===== config.mk =====
export PLATFORM = sky130hd
export DESIGN_NAME = neighbor_mine_count_3x3
export DESIGN_NICKNAME = d
export VERILOG_FILES = /design/src/hw/rtl/nmc_pkg.sv /design/src/hw/rtl/nmc_line_buf.sv /design/src/hw/rtl/nmc_window.sv /design/src/hw/rtl/nmc_out_fifo.sv /design/src/hw/rtl/neighbor_mine_count_3x3.sv
export VERILOG_INCLUDE_DIRS = /design/src /design/src/hw/rtl
export SDC_FILE = /design/constraint.sdc
export NUM_CORES = 1
export LEC_CHECK = 0
export ABC_AREA = 1
export ABC_CLOCK_PERIOD_IN_PS = 5500
export BUFFER_PORTS_ARGS = -buffer_cell sky130_fd_sc_hd__buf_2
export CORE_ASPECT_RATIO = 1.75
export CORE_MARGIN = 2
export CORE_UTILIZATION = 55
export DETAILED_ROUTE_END_ITERATION = 7
export PLACE_DENSITY = 0.72
export SKIP_CTS_REPAIR_TIMING = 1
export SYNTH_ARGS = -nofsm -noshare
export SYNTH_HDL_FRONTEND = slang
export SYNTH_SLANG_ARGS = --single-unit

===== constraint.sdc =====
create_clock -name clk_i -period 5.5 [get_ports clk_i]
set_clock_uncertainty 0.1 [all_clocks]
set_input_delay 0.825 -clock clk_i [delete_from_list [all_inputs] [get_ports clk_i]]
set_output_delay 0.825 -clock clk_i [all_outputs]
set_load 0.03 [all_outputs]

===== src/hw/rtl/neighbor_mine_count_3x3_macros.svh =====
// ----------------------------------------------------------------------------
// neighbor_mine_count_3x3_macros
// assertion helpers used by the neighbor mine counter top file
// ----------------------------------------------------------------------------
`ifndef NEIGHBOR_MINE_COUNT_3X3_MACROS_SVH
`define NEIGHBOR_MINE_COUNT_3X3_MACROS_SVH

// clocked assertion, quiet while reset is applied
`define NMC_ASSERT(lbl, clk, rstn, prop, msg) \
  lbl: assert property (@(posedge clk) disable iff (!rstn) prop) else $error(msg);

// clocked assertion that also holds through reset
`define NMC_ASSERT_ALWAYS(lbl, clk, prop, msg) \
  lbl: assert property (@(posedge clk) prop) else $error(msg);

`endif


===== src/hw/rtl/nmc_pkg.sv =====
// ----------------------------------------------------------------------------
// nmc_pkg
// shared types and constants of the neighbor mine counter
// ----------------------------------------------------------------------------
package nmc_pkg;

  // default grid limits
  localparam int unsigned DEF_MAX_WIDTH  = 128;
  localparam int unsigned DEF_MAX_HEIGHT = 128;

  // configuration port
  localparam int unsigned CFG_IDX_W  = 1;
  localparam int unsigned CFG_DATA_W = 8;

  typedef enum logic [CFG_IDX_W-1:0] {
    REG_GRID_WIDTH  = 1'b0,
    REG_GRID_HEIGHT = 1'b1
  } cfg_reg_e;

  localparam logic [CFG_DATA_W-1:0] RESET_GRID_WIDTH  = 8'd8;
  localparam logic [CFG_DATA_W-1:0] RESET_GRID_HEIGHT = 8'd8;

  // row positions inside one window column
  localparam int unsigned ROW_BELOW = 0;
  localparam int unsigned ROW_CUR   = 1;
  localparam int unsigned ROW_ABOVE = 2;
  localparam int unsigned WIN_ROWS  = 3;

  // line buffer entry: bit one row up, bit two rows up
  localparam int unsigned LB_UP1 = 0;
  localparam int unsigned LB_UP2 = 1;
  localparam int unsigned LB_W   = 2;

  // result queue
  localparam int unsigned FIFO_DEPTH = 3;
  localparam int unsigned FIFO_PTR_W = $clog2(FIFO_DEPTH);
  localparam int unsigned FIFO_CNT_W = $clog2(FIFO_DEPTH + 1);

  localparam int unsigned COUNT_W = 4;

  typedef struct packed {
    logic               mine_flag;
    logic [COUNT_W-1:0] mine_count;
    logic               last_cell;
  } result_t;

endpackage


===== src/hw/rtl/nmc_line_buf.sv =====
// ----------------------------------------------------------------------------
// nmc_line_buf
// two-row line buffer memory, one entry per column, with valid bits and
// write-to-read forwarding for back-to-back access of the same column
// ----------------------------------------------------------------------------
module nmc_line_buf #(
  parameter int unsigned MAX_WIDTH = nmc_pkg::DEF_MAX_WIDTH,
  localparam int unsigned COL_W = $clog2(MAX_WIDTH)
) (
  input  logic                     clk_i,
  input  logic                     rst_ni,
  input  logic                     clear_i,
  input  logic                     rd_en_i,
  input  logic [COL_W-1:0]         rd_addr_i,
  input  logic                     wr_en_i,
  input  logic [COL_W-1:0]         wr_addr_i,
  input  logic [nmc_pkg::LB_W-1:0] wr_data_i,
  output logic [nmc_pkg::LB_W-1:0] rd_data_o
);
  import nmc_pkg::*;

  logic [LB_W-1:0]      mem_q [MAX_WIDTH];
  logic [LB_W-1:0]      rd_q;
  logic [MAX_WIDTH-1:0] vld_q;
  logic                 rd_vld_q;
  logic                 fwd_q;
  logic [LB_W-1:0]      fwd_data_q;

  // memory write port
  always_ff @(posedge clk_i) begin
    if (wr_en_i) begin
      mem_q[wr_addr_i] <= wr_data_i;
    end
  end

  // memory read port, registered
  always_ff @(posedge clk_i) begin
    if (rd_en_i) begin
      rd_q <= mem_q[rd_addr_i];
    end
  end

  // per-entry valid bits, cleared on restart
  always_ff @(posedge clk_i or negedge rst_ni) begin
    if (!rst_ni) begin
      vld_q <= '0;
    end else if (clear_i) begin
      vld_q <= '0;
    end else if (wr_en_i) begin
      vld_q[wr_addr_i] <= 1'b1;
    end
  end

  // read qualifiers and forwarding of a same-cycle write
  always_ff @(posedge clk_i or negedge rst_ni) begin
    if (!rst_ni) begin
      rd_vld_q <= 1'b0;
      fwd_q    <= 1'b0;
    end else if (clear_i) begin
      rd_vld_q <= 1'b0;
      fwd_q    <= 1'b0;
    end else if (rd_en_i) begin
      rd_vld_q <= vld_q[rd_addr_i];
      fwd_q    <= wr_en_i && (wr_addr_i == rd_addr_i);
    end
  end

  always_ff @(posedge clk_i) begin
    if (rd_en_i) begin
      fwd_data_q <= wr_data_i;
    end
  end

  // unwritten entries read as empty
  assign rd_data_o = fwd_q ? fwd_data_q : (rd_vld_q ? rd_q : '0);

endmodule


===== src/hw/rtl/nmc_window.sv =====
// ----------------------------------------------------------------------------
// nmc_window
// second stage: builds the 3x3 window from line buffer data, writes the
// shifted column back, tracks the reported position and forms the count
// ----------------------------------------------------------------------------
module nmc_window #(
  parameter int unsigned MAX_WIDTH  = nmc_pkg::DEF_MAX_WIDTH,
  parameter int unsigned MAX_HEIGHT = nmc_pkg::DEF_MAX_HEIGHT,
  localparam int unsigned COL_W  = $clog2(MAX_WIDTH),
  localparam int unsigned LEAD_W = $clog2(MAX_WIDTH + 2),
  localparam int unsigned ROW_W  = $clog2(MAX_HEIGHT + 1)
) (
  input  logic                     clk_i,
  input  logic                     rst_ni,
  input  logic                     clear_i,
  input  logic [LEAD_W-1:0]        width_i,
  input  logic [ROW_W-1:0]         height_i,
  input  logic                     acc_i,
  input  logic                     bit_i,
  input  logic [COL_W-1:0]         col_i,
  input  logic [nmc_pkg::LB_W-1:0] rd_data_i,
  output logic                     wr_en_o,
  output logic [COL_W-1:0]         wr_addr_o,
  output logic [nmc_pkg::LB_W-1:0] wr_data_o,
  output logic                     s1_valid_o,
  output logic                     push_o,
  output nmc_pkg::result_t         result_o
);
  import nmc_pkg::*;

  logic                s1_valid_q;
  logic                s1_bit_q;
  logic [COL_W-1:0]    s1_col_q;
  logic [WIN_ROWS-1:0] win0_q, win1_q;
  logic [WIN_ROWS-1:0] new_col;
  logic [LEAD_W-1:0]   lead_q;
  logic [COL_W-1:0]    oc_q;
  logic [ROW_W-1:0]    orow_q;
  logic                lead_done;
  logic                emit;
  logic                at_left, at_right, at_up, at_down;
  logic                col_end;
  logic                center;
  logic [COUNT_W-1:0]  count;

  // stage register for the accepted beat
  always_ff @(posedge clk_i or negedge rst_ni) begin
    if (!rst_ni) begin
      s1_valid_q <= 1'b0;
    end else if (clear_i) begin
      s1_valid_q <= 1'b0;
    end else begin
      s1_valid_q <= acc_i;
    end
  end

  always_ff @(posedge clk_i) begin
    if (acc_i) begin
      s1_bit_q <= bit_i;
      s1_col_q <= col_i;
    end
  end

  // new column of the window: newest bit below, older rows above
  assign new_col[ROW_BELOW] = s1_bit_q;
  assign new_col[ROW_CUR]   = rd_data_i[LB_UP1];
  assign new_col[ROW_ABOVE] = rd_data_i[LB_UP2];

  // write back the column shifted by one row
  assign wr_en_o              = s1_valid_q;
  assign wr_addr_o            = s1_col_q;
  assign wr_data_o[LB_UP1]    = s1_bit_q;
  assign wr_data_o[LB_UP2]    = rd_data_i[LB_UP1];

  // window shift
  always_ff @(posedge clk_i or negedge rst_ni) begin
    if (!rst_ni) begin
      win0_q <= '0;
      win1_q <= '0;
    end else if (clear_i) begin
      win0_q <= '0;
      win1_q <= '0;
    end else if (s1_valid_q) begin
      win0_q <= new_col;
      win1_q <= win0_q;
    end
  end

  // edge tests for the reported cell
  assign lead_done = !(lead_q < (width_i + LEAD_W'(1)));
  assign emit      = s1_valid_q && lead_done && (orow_q < height_i);
  assign at_left   = (oc_q != '0);
  assign col_end   = !((LEAD_W'(oc_q) + LEAD_W'(1)) < width_i);
  assign at_right  = !col_end;
  assign at_up     = (orow_q != '0);
  assign at_down   = ((ROW_W + 1)'(orow_q) + (ROW_W + 1)'(1)) < (ROW_W + 1)'(height_i);

  // the window after this shift: new_col, win0_q, win1_q, center in win0_q
  assign center = win0_q[ROW_CUR];

  // neighbor sum, masked at the grid border, zero for a mine cell
  always_comb begin
    count = '0;
    if (!center) begin
      count = COUNT_W'(at_right && new_col[ROW_CUR])
            + COUNT_W'(at_left && win1_q[ROW_CUR])
            + COUNT_W'(at_down && win0_q[ROW_BELOW])
            + COUNT_W'(at_down && at_right && new_col[ROW_BELOW])
            + COUNT_W'(at_down && at_left && win1_q[ROW_BELOW])
            + COUNT_W'(at_up && win0_q[ROW_ABOVE])
            + COUNT_W'(at_up && at_right && new_col[ROW_ABOVE])
            + COUNT_W'(at_up && at_left && win1_q[ROW_ABOVE]);
    end
  end

  // lead-in count and reported position
  always_ff @(posedge clk_i or negedge rst_ni) begin
    if (!rst_ni) begin
      lead_q <= '0;
      oc_q   <= '0;
      orow_q <= '0;
    end else if (clear_i) begin
      lead_q <= '0;
      oc_q   <= '0;
      orow_q <= '0;
    end else if (s1_valid_q) begin
      if (!lead_done) begin
        lead_q <= lead_q + LEAD_W'(1);
      end else if (emit) begin
        if (col_end) begin
          oc_q   <= '0;
          orow_q <= orow_q + ROW_W'(1);
        end else begin
          oc_q <= oc_q + COL_W'(1);
        end
      end
    end
  end

  assign s1_valid_o          = s1_valid_q;
  assign push_o              = emit;
  assign result_o.mine_flag  = center;
  assign result_o.mine_count = count;
  assign result_o.last_cell  = col_end
                               && (((ROW_W + 1)'(orow_q) + (ROW_W + 1)'(1))
                                   == (ROW_W + 1)'(height_i));

endmodule


===== src/hw/rtl/nmc_out_fifo.sv =====
// ----------------------------------------------------------------------------
// nmc_out_fifo
// small result queue that parts the pipeline from the output stall
// ----------------------------------------------------------------------------
module nmc_out_fifo (
  input  logic                           clk_i,
  input  logic                           rst_ni,
  input  logic                           push_i,
  input  nmc_pkg::result_t               data_i,
  output logic                           out_valid_o,
  input  logic                           out_stall_i,
  output nmc_pkg::result_t               data_o,
  output logic [nmc_pkg::FIFO_CNT_W-1:0] count_o
);
  import nmc_pkg::*;

  result_t               buf_q [FIFO_DEPTH];
  logic [FIFO_PTR_W-1:0] wr_ptr_q, rd_ptr_q;
  logic [FIFO_CNT_W-1:0] cnt_q;
  logic                  pop;

  assign pop = (cnt_q != '0) && !out_stall_i;

  // storage
  always_ff @(posedge clk_i) begin
    if (push_i) begin
      buf_q[wr_ptr_q] <= data_i;
    end
  end

  // pointers and fill level
  always_ff @(posedge clk_i or negedge rst_ni) begin
    if (!rst_ni) begin
      wr_ptr_q <= '0;
      rd_ptr_q <= '0;
      cnt_q    <= '0;
    end else begin
      if (push_i) begin
        wr_ptr_q <= (wr_ptr_q == FIFO_PTR_W'(FIFO_DEPTH - 1)) ? '0
                                                            : wr_ptr_q + FIFO_PTR_W'(1);
      end
      if (pop) begin
        rd_ptr_q <= (rd_ptr_q == FIFO_PTR_W'(FIFO_DEPTH - 1)) ? '0
                                                            : rd_ptr_q + FIFO_PTR_W'(1);
      end
      unique case ({push_i, pop})
        2'b10:   cnt_q <= cnt_q + FIFO_CNT_W'(1);
        2'b01:   cnt_q <= cnt_q - FIFO_CNT_W'(1);
        default: cnt_q <= cnt_q;
      endcase
    end
  end

  assign out_valid_o = (cnt_q != '0);
  assign data_o      = buf_q[rd_ptr_q];
  assign count_o     = cnt_q;

endmodule


===== src/hw/rtl/neighbor_mine_count_3x3.sv =====
// ----------------------------------------------------------------------------
// neighbor_mine_count_3x3
// minesweeper neighbor count over a raster cell stream, line buffer based
// ----------------------------------------------------------------------------
//  channel | dir | handshake            | payload
//  in      | in  | in_valid_i/in_stall_o | in_kind_i, in_is_mine_i
//  out     | out | out_valid_o/out_stall_i | out_mine_flag_o, out_mine_count_o,
//          |     |                      | out_last_cell_o
//  cfg     | in  | cfg_valid_i/cfg_ready_o | cfg_index_i, cfg_data_i
//
//  one beat a cycle while in_stall_o is low; a result passes the stage
//  register and the result queue after the beat that completes its window,
//  width+1 beats after its own cell. the registered read of the line buffer
//  memory sets the two-stage pipeline; a three-entry result queue keeps full
//  rate while the output stalls only briefly. reset and any register write
//  clear the window, counters and line buffer valid bits at once; no clearing pass.
// ----------------------------------------------------------------------------
`include "neighbor_mine_count_3x3_macros.svh"

module neighbor_mine_count_3x3 #(
  parameter int unsigned MAX_WIDTH  = nmc_pkg::DEF_MAX_WIDTH,
  parameter int unsigned MAX_HEIGHT = nmc_pkg::DEF_MAX_HEIGHT
) (
  input  logic                           clk_i,
  input  logic                           rst_ni,
  input  logic                           in_valid_i,
  output logic                           in_stall_o,
  input  logic                           in_kind_i,
  input  logic                           in_is_mine_i,
  output logic                           out_valid_o,
  input  logic                           out_stall_i,
  output logic                           out_mine_flag_o,
  output logic [nmc_pkg::COUNT_W-1:0]    out_mine_count_o,
  output logic                           out_last_cell_o,
  input  logic                           cfg_valid_i,
  output logic                           cfg_ready_o,
  input  logic [nmc_pkg::CFG_IDX_W-1:0]  cfg_index_i,
  input  logic [nmc_pkg::CFG_DATA_W-1:0] cfg_data_i
);
  import nmc_pkg::*;

  localparam int unsigned COL_W   = $clog2(MAX_WIDTH);
  localparam int unsigned LEAD_W  = $clog2(MAX_WIDTH + 2);
  localparam int unsigned ROW_W   = $clog2(MAX_HEIGHT + 1);
  localparam int unsigned WCMP_W  = (LEAD_W > CFG_DATA_W) ? LEAD_W : CFG_DATA_W;
  localparam int unsigned HCMP_W  = (ROW_W > CFG_DATA_W) ? ROW_W : CFG_DATA_W;
  localparam int unsigned OCC_W   = FIFO_CNT_W + 1;
  localparam logic        KIND_CELL = 1'b0;

  logic [CFG_DATA_W-1:0] grid_width_q, grid_height_q;
  logic                  cfg_we;
  logic [WCMP_W-1:0]     gw_ext, gw_eff;
  logic [HCMP_W-1:0]     gh_ext, gh_eff;
  logic [LEAD_W-1:0]     eff_width;
  logic [ROW_W-1:0]      eff_height;
  logic [COL_W-1:0]      ic_q;
  logic                  in_acc;
  logic                  cell_bit;
  logic                  wr_en;
  logic [COL_W-1:0]      wr_addr;
  logic [LB_W-1:0]       wr_data;
  logic [LB_W-1:0]       rd_data;
  logic                  s1_valid;
  logic                  push;
  result_t               result, head;
  logic [FIFO_CNT_W-1:0] fifo_cnt;
  logic [OCC_W-1:0]      occupancy;

  // configuration registers
  assign cfg_ready_o = 1'b1;
  assign cfg_we      = cfg_valid_i && cfg_ready_o;

  always_ff @(posedge clk_i or negedge rst_ni) begin
    if (!rst_ni) begin
      grid_width_q  <= RESET_GRID_WIDTH;
      grid_height_q <= RESET_GRID_HEIGHT;
    end else if (cfg_we) begin
      unique case (cfg_reg_e'(cfg_index_i))
        REG_GRID_WIDTH:  grid_width_q  <= cfg_data_i;
        REG_GRID_HEIGHT: grid_height_q <= cfg_data_i;
      endcase
    end
  end

  // clamp geometry to the supported range
  assign gw_ext = WCMP_W'(grid_width_q);
  assign gw_eff = (gw_ext == '0) ? WCMP_W'(1)
                : (gw_ext > WCMP_W'(MAX_WIDTH)) ? WCMP_W'(MAX_WIDTH) : gw_ext;
  assign gh_ext = HCMP_W'(grid_height_q);
  assign gh_eff = (gh_ext == '0) ? HCMP_W'(1)
                : (gh_ext > HCMP_W'(MAX_HEIGHT)) ? HCMP_W'(MAX_HEIGHT) : gh_ext;
  assign eff_width  = LEAD_W'(gw_eff);
  assign eff_height = ROW_W'(gh_eff);

  // input beat, held off when the result queue could overfill
  assign occupancy  = OCC_W'(fifo_cnt) + OCC_W'(s1_valid);
  assign in_stall_o = occupancy > OCC_W'(FIFO_DEPTH - 1);
  assign in_acc     = in_valid_i && !in_stall_o;
  assign cell_bit   = (in_kind_i == KIND_CELL) && in_is_mine_i;

  // input column, selects the line buffer entry
  always_ff @(posedge clk_i or negedge rst_ni) begin
    if (!rst_ni) begin
      ic_q <= '0;
    end else if (cfg_we) begin
      ic_q <= '0;
    end else if (in_acc) begin
      if ((LEAD_W'(ic_q) + LEAD_W'(1)) == eff_width) begin
        ic_q <= '0;
      end else begin
        ic_q <= ic_q + COL_W'(1);
      end
    end
  end

  nmc_line_buf #(
    .MAX_WIDTH (MAX_WIDTH)
  ) u_line_buf (
    .clk_i     (clk_i),
    .rst_ni    (rst_ni),
    .clear_i   (cfg_we),
    .rd_en_i   (in_acc),
    .rd_addr_i (ic_q),
    .wr_en_i   (wr_en),
    .wr_addr_i (wr_addr),
    .wr_data_i (wr_data),
    .rd_data_o (rd_data)
  );

  nmc_window #(
    .MAX_WIDTH  (MAX_WIDTH),
    .MAX_HEIGHT (MAX_HEIGHT)
  ) u_window (
    .clk_i      (clk_i),
    .rst_ni     (rst_ni),
    .clear_i    (cfg_we),
    .width_i    (eff_width),
    .height_i   (eff_height),
    .acc_i      (in_acc),
    .bit_i      (cell_bit),
    .col_i      (ic_q),
    .rd_data_i  (rd_data),
    .wr_en_o    (wr_en),
    .wr_addr_o  (wr_addr),
    .wr_data_o  (wr_data),
    .s1_valid_o (s1_valid),
    .push_o     (push),
    .result_o   (result)
  );

  nmc_out_fifo u_out_fifo (
    .clk_i       (clk_i),
    .rst_ni      (rst_ni),
    .push_i      (push),
    .data_i      (result),
    .out_valid_o (out_valid_o),
    .out_stall_i (out_stall_i),
    .data_o      (head),
    .count_o     (fifo_cnt)
  );

  assign out_mine_flag_o  = head.mine_flag;
  assign out_mine_count_o = head.mine_count;
  assign out_last_cell_o  = head.last_cell;

  // checks
  `NMC_ASSERT(a_acc_enters_stage, clk_i, rst_ni, in_acc |=> s1_valid, "accepted beat lost")
  `NMC_ASSERT(a_queue_bound, clk_i, rst_ni, occupancy <= OCC_W'(FIFO_DEPTH), "queue overfill")
  `NMC_ASSERT(a_mine_zero, clk_i, rst_ni, (out_valid_o && out_mine_flag_o) |-> (out_mine_count_o == '0), "mine with count")
  `NMC_ASSERT(a_count_range, clk_i, rst_ni, out_valid_o |-> (out_mine_count_o <= COUNT_W'(8)), "count above eight")

endmodule


**After elaboration in Yosys (flattened, before gate mapping)**

Memories as Yosys holds them, arrays and structs flattened. A register that Yosys moved wholly into a read port is not among the register bits.
Cells that the tools add are included.

- Register bits after elaboration: 199
- Memory bits (writable): 274
- Output and inout port bits: 9
- Memories: 2

Memory list:

| memory | depth | bits a word | rd ports | clocked after memory_dff | write ports | RTL line | source |
|---|---|---|---|---|---|---|---|
| u_line_buf.mem_q | 128 | 2 | 1 | 1 | 1 | nmc_line_buf.sv:22 | `logic [LB_W-1:0] mem_q [MAX_WIDTH];` |
| u_out_fifo.buf_q | 3 | 6 | 1 | 0 | 1 | nmc_out_fifo.sv:17 | `result_t buf_q [FIFO_DEPTH];` |

- Add/sub/neg operators: 20
- Magnitude comparators: 10
- Equality and inequality tests: 9
- Muxes and demuxes: 45
- Bitwise logic cells: 3
- Reduce and logical (&&, ||, !) cells: 39

Operators with widths:

| cell | count |
|---|---|
| 128-bit two-way mux | 2 |
| 128-bit bitwise OR | 1 |
| 8-bit two-way mux | 12 |
| 7-bit two-way mux | 8 |
| 4-bit by 1-bit adder with 4-bit output | 6 |
| 8-bit by 1-bit adder with 8-bit output, second input constant | 3 |
| 8-bit < comparator | 3 |
| 1-bit logical AND | 20 |
| 7-bit by 1-bit adder with 8-bit output, second input constant | 2 |
| 8-bit greater-than comparator, second input constant | 2 |
| 8-bit logical NOT | 2 |
| 7-bit by 8-bit < comparator with 1-bit output, second input constant | 2 |
| 7-bit by 1-bit adder with 7-bit output, second input constant | 2 |
| 3-bit two-way mux | 4 |
| 2-bit nonzero test | 6 |
| 1-bit two-way mux | 11 |
| 8-bit by 1-bit adder with 9-bit output, second input constant | 1 |
| 9-bit by 8-bit equality test with 1-bit output | 1 |
| 9-bit by 8-bit < comparator with 1-bit output | 1 |
| 8-bit equality test | 1 |
| 2-bit two-way mux | 4 |
| 8-bit nonzero test | 1 |
| 1-bit binary-select mux with 7-bit select | 1 |
| 1-bit demux with 7-bit select | 1 |
| 18 further kinds | 29 |

**Depth between registers and ports, before layout**

- Depth in word-level cells: 13
- Depth in mapped cells: 21
- Mapped depth without buffers: 21

**By module**

From an unflattened synthesis, not the netlist that was laid out.

- Cells, all modules: 2462
- Area total of the unflattened synthesis: 22449.0 um^2

By module, submodules not included:

| module | instances | cells an instance | area each (um^2) | sequential area each (um^2) |
|---|---|---|---|---|
| nmc_line_buf | 1 | 1762 | 16926.2 | 11060.6 |
| nmc_window | 1 | 395 | 3042.9 | 991.0 |
| neighbor_mine_count_3x3 | 1 | 220 | 1493.9 | 578.1 |
| nmc_out_fifo | 1 | 85 | 985.9 | 690.7 |

**Worst setup path before layout**

OpenSTA, ideal clock, no wires.

- Path kind: register -> register
- Start: register grid_width_q[4]
- End: memory u_out_fifo.buf_q[0][3] in the netlist's numbering (data pin)
- Library setup time: 0.263 ns
- Arrival: 4.395 ns
- Path slack: 0.742 ns
- Cell stages (with the launch flop): 20
- Clock period less this slack: 4.758 ns
- Cell sequence: dfrtp_1 -> nor2_2 -> nand2_2 -> o21ai_4 -> nand2_1 -> ha_1 -> a21oi_1 -> nor2_1 -> a211oi_1 -> nand2_1 -> nor2_1 -> ha_1 -> inv_1 -> fa_1 -> inv_1 -> fa_1 -> fa_1 -> fa_1 -> xnor2_1 -> nor2_1

RTL lines:

| item | RTL line | source |
|---|---|---|
| start: declaration | neighbor_mine_count_3x3.sv:50 | `logic [CFG_DATA_W-1:0] grid_width_q, grid_height_q;` |
| start signal: assignment | neighbor_mine_count_3x3.sv:79 | `REG_GRID_WIDTH: grid_width_q <= cfg_data_i;` |
| end: declaration | nmc_out_fifo.sv:17 |  |

==> results.txt <==
The number of flops mapped to enable cells by yosys was 286. The critical path in this run is classified as reg2reg. The logs give 16434 for the via count of the first global-routing pass and 2672 for the number of placed instances with taps included. For the number of fillers in the final layout, the log shows 3218.

The number of antenna diodes in the final layout is 0. The logs give 41300 sq um for the full die area and 0 for the number of hold-slack violations in the final timing report. After detailed routing, the total wire length is 55300 um. Buffers inserted during clock tree synthesis total 41. The core region is 39200 sq um. Dividing the detail-routed via count by the number of cells gives 5.87.

The final route contains 16144 vias. The tools report the post-synth net total as 2309. The setup slack of the most critical reg-to-reg path was 550 ps. The first detailed-routing pass ran for 5 iterations.

Wire length of the first global-routing pass: 86000 um. The final critical path takes up 90.1% of the cycle. The maximum net fanout on the critical path works out to 6. Detailed placement finished with a half-perimeter wire length of 34900 um. Most common cell after layout, fill and taps aside: nor2_1.

The flow ran to the end, and the final reports show no timing, DRC or antenna violations. From synthesis to final layout, the design area changed by 8.63%. Worst reg-to-reg path cell count: 19. The congestion estimate from routability-driven global placement came to 0.868. In the layout the commonest cells are 565 x nor2_1, 366 x nand2_1, 286 x edfxtp_1, 185 x dfrtp_1, 144 x o21ai_0. VDD sags by at most 0.000278 V. Synthesis handed over a netlist of 2245 instances. The run gives 61.1% as the sequential cell area fraction in the yosys report. For this run, design rule violations remaining after detail routing come to 0.

The horizontal extent of the die came out at 154 um. Cells with a size suffix above 1 make up 7.09% of the layout. Data on the critical path arrives at its endpoint at 5150 ps. The global-route congestion overflow total was 0.

The main flop type after synthesis is edfxtp_1. The count of H-tree levels built during CTS was 2; the share of synthesized flip-flops with an asynchronous set or reset was 39.8%. Timing would allow up to 0.202 GHz.

STA puts the critical path data required time at 5700 ps. Summing every instance area after synthesis gives 21800 sq um. Summing all flip-flop and latch instances after layout gives 13300 sq um.

End of the worst register-to-register path: u_out_fifo.buf_q[2][3]. Across the run, the number of max-cap violations was 0. After the first detailed-routing iteration, the DRC count stood at 1396. The worst setup path is captured at a flop. The analysis attributes to cell leakage a power of 9.59 nW. Setup repair after global routing left no endpoint under its margin. The synthesized area divided by synthesized cell count is 9.71 sq um.

For this run, the post-layout net count is 2289. In this run the critical register-to-register path is launched from grid_width_q[4]. The power per standard cell area is 395 nW/um^2. The max-slew violation count is 0, and the clock-pin slew reported for the worst setup and hold paths after clock tree synthesis is 70 ps.

For the initial antenna violation count, the log shows 0. The transition time at the pin with the least slew margin is 1030 ps. The I/O pin count was 25; the setup TNS after final layout was 0 ps.

Setup violations remaining at the end of the flow were counted as 0. The tools report the row count as 96. During synthesis, Yosys emitted a total of 0 warnings. Counting every sink on the clock net gives 475. Headroom to the max-slew limit: 31.0%. The overall die height is 267 um, and the clock period minus final worst setup slack is 4950 ps. The initial utilization of the core area, before any placement, comes to 55.7%. The number of different library cells used by synthesis comes to 51.

Once detail routing completed, the nets flagged for antenna violations numbered 0. The tools report the startpoint type of the worst setup path as a flop. The tightest min-delay check is of the in2async type.

Global routing consumed, over all layers together, 27.1% of the routing resources. In this run, synthesis produced a sequential element count of 475. CTS placed an instance of clkbuf_16 at the clock tree root.

Final cell count without fillers: 2748. TritonCTS built the clock tree. Entering global routing, the biggest net connects 97 pins. During placement, the flow inserted port buffers numbering 23. The clock passes through at most 3 buffers.

Dividing the detail-routed wire length by the instance count gives 20.1 um. Summing all multi-input logic gate instances after layout gives 7470 sq um. The run gives 560 ps as the clock latency at the later pin of the worst-skew pair.
==> routing by layer <==
| metal | wire length [um] | vias to the layer above | track usage [%] | part of all wire (%) |
|---|---|---|---|---|
| met4 | 3590 | 0 | 17.0 | 6.5 |
| met1 | 19500 | 7853 | 28.9 | 35 |
| li1 | - | 7493 | - | - |
| met2 | 29200 | 619 | 50.2 | 53 |
| met3 | 3020 | 179 | 3.64 | 5.5 |
| met5 | 0 | - | 0 | 0 |
==> kinds of logic (layout without fill, tap and decap cells) <==
family / count (synthesis) / after routing / synth area share, %
other cells: 1 / 1 / 0.0172
xor+xnor: 27 / 27 / 1.08
mux: 29 / 29 / 1.34
compound gates: 331 / 331 / 8.56
simple gates: 1089 / 1089 / 20.4
buf+inv: 245 / 258 / 4.64
fa+ha+maj: 48 / 48 / 2.89
flops: 475 / 475 / 61.1
==> flip-flops by register name (all words and copies together) (netlist names) <==
name,count
u_window.orow_q,8
u_window.win0_q,3
ic_q,7
u_window.s1_bit_q,1
gh_ext,8
u_out_fifo.count_o,2
u_line_buf.fwd_q,1
u_line_buf.rd_vld_q,1
u_window.win1_q,3
u_window.lead_q,8
u_window.oc_q,7
u_out_fifo.buf_q,18
grid_width_q,8
u_window.wr_addr_o,7
u_line_buf.mem_q,256
u_line_buf.fwd_data_q,2
u_out_fifo.wr_ptr_q,2
u_out_fifo.rd_ptr_q,2
u_line_buf.rd_q,2
u_window.s1_valid_o,1
u_line_buf.vld_q,128
==> metrics by stage <==
stage	utilization, %	hold slack [ps]	area, sq um	setup WS [ps]	power, W
6_report	60.5	275	23700	546	0.00934
5_1_grt	60.5	324	23700	169	0.00973
4_1_cts	60.5	294	23700	487	0.00937
3_5_place_dp	56.8	380	22300	506	0.00636
3_3_place_gp	56.8	373	22300	547	0.00631
2_1_floorplan	-	320	21800	742	0.00570
==> power by group <==
part | leakage (nW) | internal [W] | switching, W
Clock | 0.700 | 0.00174 | 0.00131
Combinational | 3.68 | 0.000601 | 0.00153
Sequential | 5.20 | 0.00400 | 0.000163
Total | 9.59 | 0.00634 | 0.00300
==> cell usage after synthesis, types with 2 or more instances <==
cell | instances | area share, %
a211oi_1 | 10 | 0.34
a21oi_1 | 72 | 1.7
buf_1 | 7 | 0.12
buf_2 | 28 | 0.64
buf_4 | 8 | 0.28
buf_6 | 2 | 0.10
clkbuf_1 | 63 | 1.1
dfrtp_1 | 187 | 21
dfstp_2 | 2 | 0.24
edfxtp_1 | 286 | 39
fa_1 | 4 | 0.37
ha_1 | 44 | 2.5
inv_1 | 130 | 2.2
inv_2 | 5 | 0.086
mux2i_1 | 28 | 1.3
nand2_1 | 367 | 6.3
nand2_2 | 7 | 0.20
nand2_4 | 5 | 0.26
nand3_1 | 82 | 1.9
nand3_4 | 2 | 0.16
nand3b_1 | 5 | 0.17
nand4_1 | 9 | 0.26
nor2_1 | 565 | 9.7
nor2_2 | 2 | 0.057
nor3_1 | 26 | 0.60
nor3_2 | 2 | 0.092
nor3b_1 | 2 | 0.069
nor4_1 | 3 | 0.086
o211ai_1 | 29 | 1.0
o21ai_0 | 144 | 3.3
o21ai_1 | 9 | 0.21
o21ai_2 | 3 | 0.12
o221ai_1 | 2 | 0.080
o22ai_1 | 58 | 1.7
or2_2 | 6 | 0.17
xnor2_1 | 7 | 0.28
xor2_1 | 20 | 0.80
==> final cells by class <==
| type | count | area share (%) |
|---|---|---|
| clock buffer | 54 | 5.10 |
| multi-input combinational | 1525 | 31.5 |
| tap | 490 | 2.59 |
| sequential | 475 | 56.3 |
| inverter | 137 | 2.24 |
| timing repair buffer | 45 | 1.34 |
| clock inverter | 22 | 0.925 |
==> how the worst max path moves through the flow <==
stage / startpoint / end / depth (start not counted)
after floorplan: grid_width_q[4] / u_out_fifo.buf_q[0][3] / 19
after global placement: grid_width_q[2] / u_out_fifo.buf_q[0][3] / 19
after detailed placement: grid_width_q[4] / u_out_fifo.buf_q[1][3] / 19
after CTS: grid_width_q[4] / u_out_fifo.buf_q[2][3] / 19
after global routing: grid_width_q[0] / u_out_fifo.buf_q[0][3] / 19
final: grid_width_q[4] / u_out_fifo.buf_q[2][3] / 19
==> critical path: stages, from the launching register on <==
cell      delay (ps)
dfrtp_1          420
nor2_2           150
nand2_2           80
o21ai_4          230
nand2_1          190
ha_1             350
a21oi_1          150
nor2_1            50
a211oi_1         250
nand2_1          210
nor2_1           140
ha_1             140
inv_1             50
fa_1             530
inv_1             60
fa_1             500
fa_1             480
fa_1             390
xnor2_1          150
nor2_1            80
Power figures use the tool's default switching activity.
